<file path="src/rtl/amsm_pkg.sv">
// shared constants, codes and types for the arming sequencer and motor mix
package amsm_pkg;

  // throttle request that maps to max_throttle
  localparam int THROTTLE_FULL_SCALE = 512;
  localparam int CORR_LIMIT = 100;

  localparam int CFG_AW = 5;
  localparam int CFG_DW = 32;

  // command codes
  localparam logic [2:0] CMD_NONE    = 3'd0;
  localparam logic [2:0] CMD_PING    = 3'd1;
  localparam logic [2:0] CMD_ENGINES = 3'd2;
  localparam logic [2:0] CMD_TUNING  = 3'd3;
  localparam logic [2:0] CMD_CONTROL = 3'd4;

  // mode codes
  localparam logic [1:0] MODE_ACTIVE     = 2'd0;
  localparam logic [1:0] MODE_TUNING     = 2'd1;
  localparam logic [1:0] MODE_PRECONTROL = 2'd2;
  localparam logic [1:0] MODE_CONTROL    = 2'd3;

  // register indexes
  localparam logic [2:0] REG_ARM_INTERVAL    = 3'd0;
  localparam logic [2:0] REG_DISARM_INTERVAL = 3'd1;
  localparam logic [2:0] REG_TUNING_INTERVAL = 3'd2;
  localparam logic [2:0] REG_PRECONTROL      = 3'd3;
  localparam logic [2:0] REG_LINK_TIMEOUT    = 3'd4;
  localparam logic [2:0] REG_LINK_ENABLE     = 3'd5;
  localparam logic [2:0] REG_MIN_THROTTLE    = 3'd6;
  localparam logic [2:0] REG_MAX_THROTTLE    = 3'd7;

  typedef logic signed [13:0] motor_t;

  typedef struct packed {
    logic [15:0] arm_interval_ms;
    logic [15:0] disarm_interval_ms;
    logic [15:0] tuning_interval_ms;
    logic [15:0] precontrol_delay_ms;
    logic [15:0] link_timeout_ms;
    logic        link_timeout_enable;
    logic [11:0] min_throttle;
    logic [11:0] max_throttle;
  } cfg_t;

endpackage

</file>
<file path="src/rtl/amsm_if.sv">
// request and result channel interfaces
interface amsm_in_if;
  logic              valid;
  logic              ready;
  logic [31:0]       now_ms;
  logic [2:0]        command;
  logic [9:0]        throttle_request;
  logic              motion_update;
  logic signed [7:0] roll_correction;
  logic signed [7:0] pitch_correction;
  logic signed [7:0] yaw_correction;

  modport source (
    output valid, now_ms, command, throttle_request, motion_update,
           roll_correction, pitch_correction, yaw_correction,
    input  ready
  );
  modport sink (
    input  valid, now_ms, command, throttle_request, motion_update,
           roll_correction, pitch_correction, yaw_correction,
    output ready
  );
endinterface

interface amsm_out_if;
  logic               valid;
  logic               ready;
  logic [1:0]         mode;
  logic               motors_running;
  logic               motor_update;
  logic signed [13:0] motor_one;
  logic signed [13:0] motor_two;
  logic signed [13:0] motor_three;
  logic signed [13:0] motor_four;

  modport source (
    output valid, mode, motors_running, motor_update,
           motor_one, motor_two, motor_three, motor_four,
    input  ready
  );
  modport sink (
    input  valid, mode, motors_running, motor_update,
           motor_one, motor_two, motor_three, motor_four,
    output ready
  );
endinterface

</file>
<file path="src/rtl/amsm_cfg.sv">
// configuration register file behind the apb-style port
module amsm_cfg (
  input  logic                       clk,
  input  logic                       rst_n,
  input  logic                       cfg_psel,
  input  logic                       cfg_penable,
  input  logic                       cfg_pwrite,
  input  logic [amsm_pkg::CFG_AW-1:0] cfg_paddr,
  input  logic [amsm_pkg::CFG_DW-1:0] cfg_pwdata,
  output logic [amsm_pkg::CFG_DW-1:0] cfg_prdata,
  output logic                       cfg_pready,
  output amsm_pkg::cfg_t             cfg
);

  amsm_pkg::cfg_t cfg_r;
  logic [2:0]     idx;
  logic           wr_en;

  assign idx        = cfg_paddr[amsm_pkg::CFG_AW-1:2];
  assign cfg_pready = 1'b1;
  assign wr_en      = cfg_psel & cfg_penable & cfg_pwrite & cfg_pready;
  assign cfg        = cfg_r;

  always_ff @(posedge clk) begin
    if (!rst_n) begin
      cfg_r.arm_interval_ms     <= 16'd2000;
      cfg_r.disarm_interval_ms  <= 16'd2000;
      cfg_r.tuning_interval_ms  <= 16'd1000;
      cfg_r.precontrol_delay_ms <= 16'd3000;
      cfg_r.link_timeout_ms     <= 16'd1000;
      cfg_r.link_timeout_enable <= 1'b1;
      cfg_r.min_throttle        <= 12'd1000;
      cfg_r.max_throttle        <= 12'd2000;
    end else if (wr_en) begin
      unique case (idx)
        amsm_pkg::REG_ARM_INTERVAL:    cfg_r.arm_interval_ms     <= cfg_pwdata[15:0];
        amsm_pkg::REG_DISARM_INTERVAL: cfg_r.disarm_interval_ms  <= cfg_pwdata[15:0];
        amsm_pkg::REG_TUNING_INTERVAL: cfg_r.tuning_interval_ms  <= cfg_pwdata[15:0];
        amsm_pkg::REG_PRECONTROL:      cfg_r.precontrol_delay_ms <= cfg_pwdata[15:0];
        amsm_pkg::REG_LINK_TIMEOUT:    cfg_r.link_timeout_ms     <= cfg_pwdata[15:0];
        amsm_pkg::REG_LINK_ENABLE:     cfg_r.link_timeout_enable <= cfg_pwdata[0];
        amsm_pkg::REG_MIN_THROTTLE:    cfg_r.min_throttle        <= cfg_pwdata[11:0];
        amsm_pkg::REG_MAX_THROTTLE:    cfg_r.max_throttle        <= cfg_pwdata[11:0];
        default: ;
      endcase
    end
  end

  always_comb begin
    unique case (idx)
      amsm_pkg::REG_ARM_INTERVAL:    cfg_prdata = {16'd0, cfg_r.arm_interval_ms};
      amsm_pkg::REG_DISARM_INTERVAL: cfg_prdata = {16'd0, cfg_r.disarm_interval_ms};
      amsm_pkg::REG_TUNING_INTERVAL: cfg_prdata = {16'd0, cfg_r.tuning_interval_ms};
      amsm_pkg::REG_PRECONTROL:      cfg_prdata = {16'd0, cfg_r.precontrol_delay_ms};
      amsm_pkg::REG_LINK_TIMEOUT:    cfg_prdata = {16'd0, cfg_r.link_timeout_ms};
      amsm_pkg::REG_LINK_ENABLE:     cfg_prdata = {31'd0, cfg_r.link_timeout_enable};
      amsm_pkg::REG_MIN_THROTTLE:    cfg_prdata = {20'd0, cfg_r.min_throttle};
      amsm_pkg::REG_MAX_THROTTLE:    cfg_prdata = {20'd0, cfg_r.max_throttle};
      default:                       cfg_prdata = '0;
    endcase
  end

endmodule

</file>
<file path="src/rtl/amsm_mix.sv">
// throttle mapping, correction clamp and x-quad motor mix
module amsm_mix (
  input  logic              use_map,
  input  logic [9:0]        throttle_request,
  input  logic [11:0]       base_cur,
  input  logic [11:0]       min_throttle,
  input  logic [11:0]       max_throttle,
  input  logic signed [7:0] roll_correction,
  input  logic signed [7:0] pitch_correction,
  input  logic signed [7:0] yaw_correction,
  output logic [11:0]       base_out,
  output amsm_pkg::motor_t  motor [4]
);

  localparam logic [9:0] FULL_SCALE_REQ = 10'(amsm_pkg::THROTTLE_FULL_SCALE);
  localparam logic signed [23:0] FULL_SCALE_S = 24'(amsm_pkg::THROTTLE_FULL_SCALE);
  localparam logic signed [7:0] LIMIT_HI = 8'(amsm_pkg::CORR_LIMIT);
  localparam logic signed [7:0] LIMIT_LO = -8'(amsm_pkg::CORR_LIMIT);

  function automatic logic signed [13:0] clamp_corr(input logic signed [7:0] v);
    logic signed [7:0] c;
    c = v;
    if (v > LIMIT_HI) c = LIMIT_HI;
    if (v < LIMIT_LO) c = LIMIT_LO;
    return {{6{c[7]}}, c};
  endfunction

  logic [9:0]         req_sat;
  logic signed [12:0] span;
  logic signed [23:0] prod;
  logic signed [23:0] quot;
  logic signed [13:0] mapped;
  logic signed [13:0] b14, r14, p14, y14;

  assign req_sat = (throttle_request > FULL_SCALE_REQ) ? FULL_SCALE_REQ : throttle_request;
  assign span    = $signed({1'b0, max_throttle}) - $signed({1'b0, min_throttle});
  assign prod    = $signed({1'b0, req_sat}) * span;
  // signed divide truncates toward zero, full scale is a power of two
  assign quot    = prod / FULL_SCALE_S;
  assign mapped  = $signed({2'b00, min_throttle}) + quot[13:0];

  assign base_out = use_map ? mapped[11:0] : base_cur;

  assign b14 = $signed({2'b00, base_out});
  assign r14 = clamp_corr(roll_correction);
  assign p14 = clamp_corr(pitch_correction);
  assign y14 = clamp_corr(yaw_correction);

  assign motor[0] = b14 + r14 + p14 + y14;
  assign motor[1] = b14 - r14 + p14 - y14;
  assign motor[2] = b14 - r14 - p14 + y14;
  assign motor[3] = b14 + r14 - p14 - y14;

endmodule

</file>
<file path="src/rtl/arming_mode_sequencer_with_motor_mix.sv">
// arming and mode sequencer with x-quad motor mix, top level
//
//   channel   direction  handshake          contents
//   in_chan   sink       valid/ready        time, command, throttle, motion, corrections
//   out_chan  source     valid/ready        mode, running, update, four motor commands
//   cfg_*     slave      psel/penable/pwrite eight timing and throttle registers
//
// one request per cycle sustained while out_chan is ready; each result goes through
// (input register, then mode logic, throttle multiply and mix into the result register)
// the mode and stamp registers update as each request moves into the result register
// reset is synchronous active low and clears mode, stamps, base throttle and motors
// a stalled result holds the input register; requests keep flowing while out_chan is ready
module arming_mode_sequencer_with_motor_mix (
  input  logic                        clk,
  input  logic                        rst_n,
  amsm_in_if.sink                     in_chan,
  amsm_out_if.source                  out_chan,
  input  logic                        cfg_psel,
  input  logic                        cfg_penable,
  input  logic                        cfg_pwrite,
  input  logic [amsm_pkg::CFG_AW-1:0] cfg_paddr,
  input  logic [amsm_pkg::CFG_DW-1:0] cfg_pwdata,
  output logic [amsm_pkg::CFG_DW-1:0] cfg_prdata,
  output logic                        cfg_pready
);

  amsm_pkg::cfg_t cfg;

  amsm_cfg u_cfg (
    .clk         (clk),
    .rst_n       (rst_n),
    .cfg_psel    (cfg_psel),
    .cfg_penable (cfg_penable),
    .cfg_pwrite  (cfg_pwrite),
    .cfg_paddr   (cfg_paddr),
    .cfg_pwdata  (cfg_pwdata),
    .cfg_prdata  (cfg_prdata),
    .cfg_pready  (cfg_pready),
    .cfg         (cfg)
  );

  // input register
  logic              s1_valid_r;
  logic [31:0]       s1_now_r;
  logic [2:0]        s1_cmd_r;
  logic [9:0]        s1_req_r;
  logic              s1_motion_r;
  logic signed [7:0] s1_roll_r;
  logic signed [7:0] s1_pitch_r;
  logic signed [7:0] s1_yaw_r;

  // sequencer state, also the result payload
  logic [1:0]       mode_r, mode_nxt;
  logic             running_r, running_nxt;
  logic             update_r, update_nxt;
  logic [31:0]      eng_stamp_r, eng_stamp_nxt;
  logic [31:0]      tun_stamp_r, tun_stamp_nxt;
  logic [31:0]      pc_stamp_r, pc_stamp_nxt;
  logic [31:0]      link_stamp_r, link_stamp_nxt;
  logic [11:0]      base_r, base_nxt;
  amsm_pkg::motor_t motor_r [4];
  amsm_pkg::motor_t motor_nxt [4];
  logic             out_valid_r;

  logic adv;
  logic in_acc;

  assign adv            = s1_valid_r & (~out_valid_r | out_chan.ready);
  assign in_chan.ready  = ~s1_valid_r | adv;
  assign in_acc         = in_chan.valid & in_chan.ready;

  always_ff @(posedge clk) begin
    if (!rst_n) begin
      s1_valid_r <= 1'b0;
    end else if (in_chan.ready) begin
      s1_valid_r <= in_chan.valid;
    end
  end

  always_ff @(posedge clk) begin
    if (in_acc) begin
      s1_now_r    <= in_chan.now_ms;
      s1_cmd_r    <= in_chan.command;
      s1_req_r    <= in_chan.throttle_request;
      s1_motion_r <= in_chan.motion_update;
      s1_roll_r   <= in_chan.roll_correction;
      s1_pitch_r  <= in_chan.pitch_correction;
      s1_yaw_r    <= in_chan.yaw_correction;
    end
  end

  // elapsed times, modulo 2^32
  logic [31:0] d_eng, d_tun, d_pc, d_link;
  assign d_eng  = s1_now_r - eng_stamp_r;
  assign d_tun  = s1_now_r - tun_stamp_r;
  assign d_pc   = s1_now_r - pc_stamp_r;
  assign d_link = s1_now_r - link_stamp_r;

  logic             is_ctl_data;
  logic [11:0]      mix_base;
  amsm_pkg::motor_t mix_motor [4];

  assign is_ctl_data = (s1_cmd_r == amsm_pkg::CMD_CONTROL);

  amsm_mix u_mix (
    .use_map          (is_ctl_data),
    .throttle_request (s1_req_r),
    .base_cur         (base_r),
    .min_throttle     (cfg.min_throttle),
    .max_throttle     (cfg.max_throttle),
    .roll_correction  (s1_roll_r),
    .pitch_correction (s1_pitch_r),
    .yaw_correction   (s1_yaw_r),
    .base_out         (mix_base),
    .motor            (mix_motor)
  );

  always_comb begin
    mode_nxt       = mode_r;
    running_nxt    = running_r;
    update_nxt     = 1'b0;
    eng_stamp_nxt  = eng_stamp_r;
    tun_stamp_nxt  = tun_stamp_r;
    pc_stamp_nxt   = pc_stamp_r;
    link_stamp_nxt = link_stamp_r;
    base_nxt       = base_r;
    for (int k = 0; k < 4; k++) motor_nxt[k] = motor_r[k];

    unique case (mode_r)
      amsm_pkg::MODE_ACTIVE: begin
        // a zero stamp means never toggled
        if (s1_cmd_r == amsm_pkg::CMD_ENGINES) begin
          if (eng_stamp_r == 32'd0 || d_eng > {16'd0, cfg.arm_interval_ms}) begin
            pc_stamp_nxt   = s1_now_r;
            link_stamp_nxt = s1_now_r;
            mode_nxt       = amsm_pkg::MODE_PRECONTROL;
          end
        end else if (s1_cmd_r == amsm_pkg::CMD_TUNING) begin
          if (tun_stamp_r == 32'd0 || d_tun > {16'd0, cfg.tuning_interval_ms}) begin
            tun_stamp_nxt = s1_now_r;
            mode_nxt      = amsm_pkg::MODE_TUNING;
          end
        end
      end
      amsm_pkg::MODE_TUNING: begin
        if (s1_cmd_r == amsm_pkg::CMD_TUNING && d_tun > {16'd0, cfg.tuning_interval_ms}) begin
          tun_stamp_nxt = s1_now_r;
          mode_nxt      = amsm_pkg::MODE_ACTIVE;
        end
      end
      amsm_pkg::MODE_PRECONTROL: begin
        if (d_pc >= {16'd0, cfg.precontrol_delay_ms}) begin
          base_nxt       = cfg.min_throttle;
          running_nxt    = 1'b1;
          eng_stamp_nxt  = s1_now_r;
          link_stamp_nxt = s1_now_r;
          mode_nxt       = amsm_pkg::MODE_CONTROL;
        end
      end
      amsm_pkg::MODE_CONTROL: begin
        if (cfg.link_timeout_enable && d_link > {16'd0, cfg.link_timeout_ms}) begin
          // lost link: command dropped, no motor update
          running_nxt   = 1'b0;
          eng_stamp_nxt = s1_now_r;
          mode_nxt      = amsm_pkg::MODE_ACTIVE;
        end else begin
          if (s1_cmd_r != amsm_pkg::CMD_NONE) begin
            link_stamp_nxt = s1_now_r;
          end
          if (s1_cmd_r == amsm_pkg::CMD_ENGINES &&
              d_eng > {16'd0, cfg.disarm_interval_ms}) begin
            running_nxt   = 1'b0;
            eng_stamp_nxt = s1_now_r;
            mode_nxt      = amsm_pkg::MODE_ACTIVE;
          end else begin
            if (is_ctl_data) base_nxt = mix_base;
            if (s1_motion_r || is_ctl_data) begin
              for (int k = 0; k < 4; k++) motor_nxt[k] = mix_motor[k];
              update_nxt = 1'b1;
            end
          end
        end
      end
      default: ;
    endcase
  end

  always_ff @(posedge clk) begin
    if (!rst_n) begin
      mode_r       <= amsm_pkg::MODE_ACTIVE;
      running_r    <= 1'b0;
      update_r     <= 1'b0;
      eng_stamp_r  <= '0;
      tun_stamp_r  <= '0;
      pc_stamp_r   <= '0;
      link_stamp_r <= '0;
      base_r       <= '0;
      for (int k = 0; k < 4; k++) motor_r[k] <= '0;
    end else if (adv) begin
      mode_r       <= mode_nxt;
      running_r    <= running_nxt;
      update_r     <= update_nxt;
      eng_stamp_r  <= eng_stamp_nxt;
      tun_stamp_r  <= tun_stamp_nxt;
      pc_stamp_r   <= pc_stamp_nxt;
      link_stamp_r <= link_stamp_nxt;
      base_r       <= base_nxt;
      for (int k = 0; k < 4; k++) motor_r[k] <= motor_nxt[k];
    end
  end

  always_ff @(posedge clk) begin
    if (!rst_n) begin
      out_valid_r <= 1'b0;
    end else if (adv) begin
      out_valid_r <= 1'b1;
    end else if (out_chan.ready) begin
      out_valid_r <= 1'b0;
    end
  end

  assign out_chan.valid          = out_valid_r;
  assign out_chan.mode           = mode_r;
  assign out_chan.motors_running = running_r;
  assign out_chan.motor_update   = update_r;
  assign out_chan.motor_one      = motor_r[0];
  assign out_chan.motor_two      = motor_r[1];
  assign out_chan.motor_three    = motor_r[2];
  assign out_chan.motor_four     = motor_r[3];

  // motors only run in control mode
  a_running_mode: assert property (@(posedge clk) disable iff (!rst_n)
    running_r |-> (mode_r == amsm_pkg::MODE_CONTROL))
    else $error("motors running outside control mode");

  // a motor update only comes from control mode with motors started
  a_update_ctl: assert property (@(posedge clk) disable iff (!rst_n)
    (out_valid_r && update_r) |-> (mode_r == amsm_pkg::MODE_CONTROL && running_r))
    else $error("motor update outside control mode");

  // an empty result register never blocks the input side
  a_no_block: assert property (@(posedge clk) disable iff (!rst_n)
    !out_valid_r |-> in_chan.ready)
    else $error("input stalled with empty result register");

  // a moved request always leaves a result behind
  a_adv_out: assert property (@(posedge clk) disable iff (!rst_n)
    adv |=> out_valid_r)
    else $error("result lost after advance");

endmodule
</file>
<file path="src/flat_wrapper.sv">
// flat-port wrapper written by rule: the top's interface ports become plain ports
module arming_mode_sequencer_with_motor_mix_flat 
  (clk, rst_n, cfg_psel, cfg_penable, cfg_pwrite, cfg_paddr, cfg_pwdata, cfg_prdata, cfg_pready, in_chan_valid, in_chan_now_ms, in_chan_command, in_chan_throttle_request, in_chan_motion_update, in_chan_roll_correction, in_chan_pitch_correction, in_chan_yaw_correction, in_chan_ready, out_chan_valid, out_chan_mode, out_chan_motors_running, out_chan_motor_update, out_chan_motor_one, out_chan_motor_two, out_chan_motor_three, out_chan_motor_four, out_chan_ready);
  amsm_in_if in_chan_i ();
  amsm_out_if out_chan_i ();
  input  logic clk;
  input  logic rst_n;
  input  logic cfg_psel;
  input  logic cfg_penable;
  input  logic cfg_pwrite;
  input  logic [amsm_pkg::CFG_AW-1:0] cfg_paddr;
  input  logic [amsm_pkg::CFG_DW-1:0] cfg_pwdata;
  output logic [amsm_pkg::CFG_DW-1:0] cfg_prdata;
  output logic cfg_pready;
  input wire logic [$bits(in_chan_i.valid)-1:0] in_chan_valid;
  input wire logic [$bits(in_chan_i.now_ms)-1:0] in_chan_now_ms;
  input wire logic [$bits(in_chan_i.command)-1:0] in_chan_command;
  input wire logic [$bits(in_chan_i.throttle_request)-1:0] in_chan_throttle_request;
  input wire logic [$bits(in_chan_i.motion_update)-1:0] in_chan_motion_update;
  input wire logic [$bits(in_chan_i.roll_correction)-1:0] in_chan_roll_correction;
  input wire logic [$bits(in_chan_i.pitch_correction)-1:0] in_chan_pitch_correction;
  input wire logic [$bits(in_chan_i.yaw_correction)-1:0] in_chan_yaw_correction;
  output wire logic [$bits(in_chan_i.ready)-1:0] in_chan_ready;
  output wire logic [$bits(out_chan_i.valid)-1:0] out_chan_valid;
  output wire logic [$bits(out_chan_i.mode)-1:0] out_chan_mode;
  output wire logic [$bits(out_chan_i.motors_running)-1:0] out_chan_motors_running;
  output wire logic [$bits(out_chan_i.motor_update)-1:0] out_chan_motor_update;
  output wire logic [$bits(out_chan_i.motor_one)-1:0] out_chan_motor_one;
  output wire logic [$bits(out_chan_i.motor_two)-1:0] out_chan_motor_two;
  output wire logic [$bits(out_chan_i.motor_three)-1:0] out_chan_motor_three;
  output wire logic [$bits(out_chan_i.motor_four)-1:0] out_chan_motor_four;
  input wire logic [$bits(out_chan_i.ready)-1:0] out_chan_ready;
  assign in_chan_i.valid = in_chan_valid;
  assign in_chan_i.now_ms = in_chan_now_ms;
  assign in_chan_i.command = in_chan_command;
  assign in_chan_i.throttle_request = in_chan_throttle_request;
  assign in_chan_i.motion_update = in_chan_motion_update;
  assign in_chan_i.roll_correction = in_chan_roll_correction;
  assign in_chan_i.pitch_correction = in_chan_pitch_correction;
  assign in_chan_i.yaw_correction = in_chan_yaw_correction;
  assign in_chan_ready = in_chan_i.ready;
  assign out_chan_valid = out_chan_i.valid;
  assign out_chan_mode = out_chan_i.mode;
  assign out_chan_motors_running = out_chan_i.motors_running;
  assign out_chan_motor_update = out_chan_i.motor_update;
  assign out_chan_motor_one = out_chan_i.motor_one;
  assign out_chan_motor_two = out_chan_i.motor_two;
  assign out_chan_motor_three = out_chan_i.motor_three;
  assign out_chan_motor_four = out_chan_i.motor_four;
  assign out_chan_i.ready = out_chan_ready;
  arming_mode_sequencer_with_motor_mix u_core (.clk(clk), .rst_n(rst_n), .in_chan(in_chan_i), .out_chan(out_chan_i), .cfg_psel(cfg_psel), .cfg_penable(cfg_penable), .cfg_pwrite(cfg_pwrite), .cfg_paddr(cfg_paddr), .cfg_pwdata(cfg_pwdata), .cfg_prdata(cfg_prdata), .cfg_pready(cfg_pready));
endmodule
</file>
<file path="config.mk">
export PLATFORM = sky130hd
export DESIGN_NAME = arming_mode_sequencer_with_motor_mix_flat
export DESIGN_NICKNAME = d
export VERILOG_FILES = /design/src/rtl/amsm_pkg.sv /design/src/rtl/amsm_if.sv /design/src/rtl/amsm_cfg.sv /design/src/rtl/amsm_mix.sv /design/src/rtl/arming_mode_sequencer_with_motor_mix.sv /design/src/flat_wrapper.sv
export SDC_FILE = /design/constraint.sdc
export NUM_CORES = 2
export LEC_CHECK = 0
export BUFFER_PORTS_ARGS = -buffer_cell sky130_fd_sc_hd__buf_2
export CORE_MARGIN = 1.5
export CORE_UTILIZATION = 53
export DETAILED_ROUTE_END_ITERATION = 12
export PLACE_DENSITY = 0.79
export SLEW_MARGIN = 20
export SYNTH_ARGS = -nofsm -noshare
export SYNTH_HDL_FRONTEND = slang
export SYNTH_SLANG_ARGS = --single-unit
</file>
<file path="constraint.sdc">
create_clock -name clk -period 21.7 [get_ports clk]
set_input_delay 4.34 -clock clk [delete_from_list [all_inputs] [get_ports clk]]
set_output_delay 4.34 -clock clk [all_outputs]
set_load 0.01 [all_outputs]
</file>
==> summary.txt <==
Outcome
  – Run status: finished clean

Place
  – Post-DP Area: 0.03623 mm^2
  – GPL Wtd Cong: 0.9657
  – Detailed placement HPWL: 74.04 mm
  – Pre-CTS WS: 6.787 ns
  – Port buffer count: 173

STA
  – Final Setup Violations: 0
  – Worst Skew: 0.05129 ns
  – RSZ-0062 raised after global routing: false
  – Worst Tran Pin Value: 1.059 ns
  – Final Hold Vio Count: 0
  – Final worst slack: 6.872 ns
  – F_max: 67.44 MHz
  – Total negative slack: 0 ns
  – Hold slack: 0.4544 ns
  – Final min period: 14.83 ns
  – Slew margin rel.: 29.41%
  – Fin crit share: 68.33%
  – Max-slew violation count: 0

Synthesis
  – Seq/Total Area, Yosys: 25.23%
  – Multiplexer area fraction after synthesis: 5.339%
  – Synth warn: 0
  – Synth Area in Compound Gates: 16.20%
  – Synth Register Bits: 376
  – Post-Syn Area per Cell: 8.325 um^2
  – FFs w/ async S/R, synth: 0%
  – Number of synthesized flops with an enable pin: 125
  – Synth Area in XOR/XNOR: 4.990%
  – Largest family of logic cells by synthesized area: adder cells
  – Simple-gate share of the synthesized area: 16.68%
  – Count of cell types in the netlist: 88
  – Synth Flop Type: dfxtp_1
  – Adder-cell share of the synthesized area: 23.46%
  – Post-synthesis cell area: 0.03480 mm^2
  – Post-Syn Instances: 4,180

Clock tree
  – Post-CTS sizing: 0
  – Cts bufs inserted: 42
  – Clock buffer depth: 3
  – H-tree depth: 2
  – # hold bufs at CTS: 0
  – Worst-Skew Late Latency: 0.62 ns
  – Clock Tree Root: clkbuf_16
  – CTS tree: yes
  – # Post-CTS Setup Buffers: 0
  – Clock Sinks: 376
  – Reg clk slew, reported paths: 0.06 ns

Finish
  – Nets@finish: 4,920
  – Most common cell after layout, fill and taps aside: inv_1
  – Design Area, Final: 0.03770 mm^2
  – Layout cells sized above 1: 7.309%
  – Post-Route Utilization: 58.27%
  – # diodes: 0
  – Most frequent cells in the layout: inv_1 (537), nand2_1 (532), ha_1 (358), nor2_1 (338), a21oi_1 (285)
  – Area growth, synth to finish: 8.334%

Floorplanning
  – Initial Utilization: 53.79%
  – # IOs: 209
  – Die height: 259.2 um
  – Total Die Area: 0.06721 mm^2
  – Core ar.: 0.06470 mm^2
  – Row count: 93
  – Die W: 259.2 um

Worst setup path
  – Crit-path max cell delay: 0.68 ns
  – CP Launch Type: flop
  – Critical Path AT: 15.25 ns
  – Most repeated library cell on the critical path: fa_1
  – Worst Setup Path Type: flop to flop
  – CP startpoint: u_core.u_cfg.cfg[13]
  – CP max FO: 10
  – Crit path max-delay cell type: a21oi_1
  – WP data required: 22.12 ns
  – CP endpoint kind: flop
  – Reg-to-Reg Start: u_core.u_cfg.cfg[13]

Global route
  – All-Layer GR Usage: 27.57%
  – Total grt overflow: 0
  – First-pass GRT wire length: 148.0 mm
  – Largest net degree at the start of global routing: 86
  – Initial antenna violation count: 0
  – Number of global-route vias before repair: 28,460

Routing
  – Drt total wl: 93.92 mm
  – Pre-antenna DRT Iters: 6
  – Number of routed nets with antenna violations: 0
  – Number of remaining DRC errors: 0
  – Via density: 5.724
  – Via count: 29,490
  – Initial drt markers: 2,359
  – Drt wl/cell: 18.23 um

Pwr
  – Max IR drop VDD: 80.06 uV
  – Leakage: 16.33 nW
  – Power Dens Cells: 92.10 mW/mm^2

Run
  – Number of max-cap violations: 0

Worst hold path
  – Hold Path Class: flop to flop
  – Hold Crit Start: u_core.base_r[9]
-- critical path: cells and delay by family (launching register included) --
family | cells | cell delay (ns)
DFF | 1 | 0.57
adders and majority gates | 12 | 5.61
and+or+nand+nor | 10 | 1.44
xor gates and xnor gates | 2 | 0.61
AOI/OAI and AO/OA | 23 | 5.39
buffers and inverters | 6 | 0.62
muxes | 1 | 0.44
-- flip-flops by register name, indices dropped and copies added (netlist names), 10 cells and up --
signal,cells
u_core.u_cfg.cfg,105
u_core.motor_r,55
u_core.eng_stamp_r,32
u_core.link_stamp_r,32
u_core.pc_stamp_r,32
u_core.s1_now_r,32
u_core.tun_stamp_r,32
u_core.base_r,12
u_core.s1_req_r,10
-- stage by stage --
step	instances	total power, mW
3_5_place_dp	5075	2.717
2_1_floorplan	4195	2.300
3_3_place_gp	5075	2.680
5_1_grt	5151	3.745
4_1_cts	5150	3.484
6_report	5151	3.472
-- layer usage --
| metal | share of wire (%) | GRT usage [%] | up-vias |
|---|---|---|---|
| met5 | 0 | 0 | - |
| met4 | 4.4 | 11.97 | 0 |
| met3 | 5.6 | 2.822 | 183 |
| met2 | 49 | 48.28 | 890 |
| met1 | 41 | 34.42 | 14010 |
| li1 | - | - | 14400 |
-- Yosys cell counts, drive strengths merged, types with 9 or more instances --
| library cell | instances | area, um^2 |
|---|---|---|
| dfxtp | 251 | 5025 |
| a211oi | 36 | 270.3 |
| clkbuf | 136 | 513.0 |
| nand2b | 46 | 287.8 |
| o21ai | 178 | 890.9 |
| o41ai | 10 | 106.4 |
| a21o | 62 | 465.5 |
| fa | 183 | 3664 |
| mux2 | 9 | 101.4 |
| mux2i | 162 | 1622 |
| xor2 | 53 | 464.2 |
| nor2 | 339 | 1272 |
| o21a | 36 | 270.3 |
| and2 | 33 | 206.5 |
| o31ai | 13 | 97.59 |
| inv | 539 | 2023 |
| o22ai | 13 | 81.33 |
| nor4 | 28 | 175.2 |
| a31oi | 21 | 131.4 |
| a221oi | 10 | 93.84 |
| nand2 | 533 | 2001 |
| and3 | 23 | 143.9 |
| nor2b | 46 | 287.8 |
| a21oi | 285 | 1426 |
| or3 | 16 | 100.1 |
| ha | 358 | 4479 |
| o211ai | 56 | 420.4 |
| a21boi | 20 | 161.4 |
| xnor2 | 140 | 1226 |
| a211o | 11 | 96.34 |
| nand4 | 51 | 319.1 |
| o21bai | 41 | 307.8 |
| buf | 37 | 276.5 |
| nand3b | 10 | 75.07 |
| nor3 | 74 | 370.4 |
| edfxtp | 125 | 3754 |
| o2111ai | 12 | 111.4 |
| nand3 | 72 | 365.3 |
-- where the power goes --
group	switching, mW	leakage [nW]	internal (mW)
Sequential	0.0250	3.28	0.774
Clock	0.315	0.715	0.436
Combinational	1.10	12.3	0.826
-- cell families (layout without fill, tap and decap cells) --
kind of cell / Yosys count / after routing
multiplexers: 177 / 177
other: 2 / 17
buffers and inverters: 713 / 814
flip-flops: 376 / 376
XOR/XNOR: 195 / 195
adder cells (fa/ha/maj): 543 / 543
AND/OR/NAND/NOR: 1296 / 1296
AO/OA/AOI/OAI: 878 / 878
-- final timing paths --
check                          endpoint  slack (ns)  cells past startpoint
setup reg to reg  u_core.motor_r[0][13]        6.87                     54
hold / removal         u_core.base_r[9]        0.45                      2
hold reg to reg        u_core.base_r[9]        0.45                      2
setup / recovery  u_core.motor_r[0][13]        6.87                     54
-- final cells by class --
cell class / instances / area (um^2)
Fill cell: 5844 / 27000
Multi-Input combinational cell: 3106 / 23300
Sequential cell: 376 / 8778
Inverter: 540 / 2029
Clock buffer: 57 / 1221
Timing Repair Buffer: 199 / 1071
Tap cell: 855 / 1070
Clock inverter: 18 / 234.0
Power figures use the tool's default switching activity.
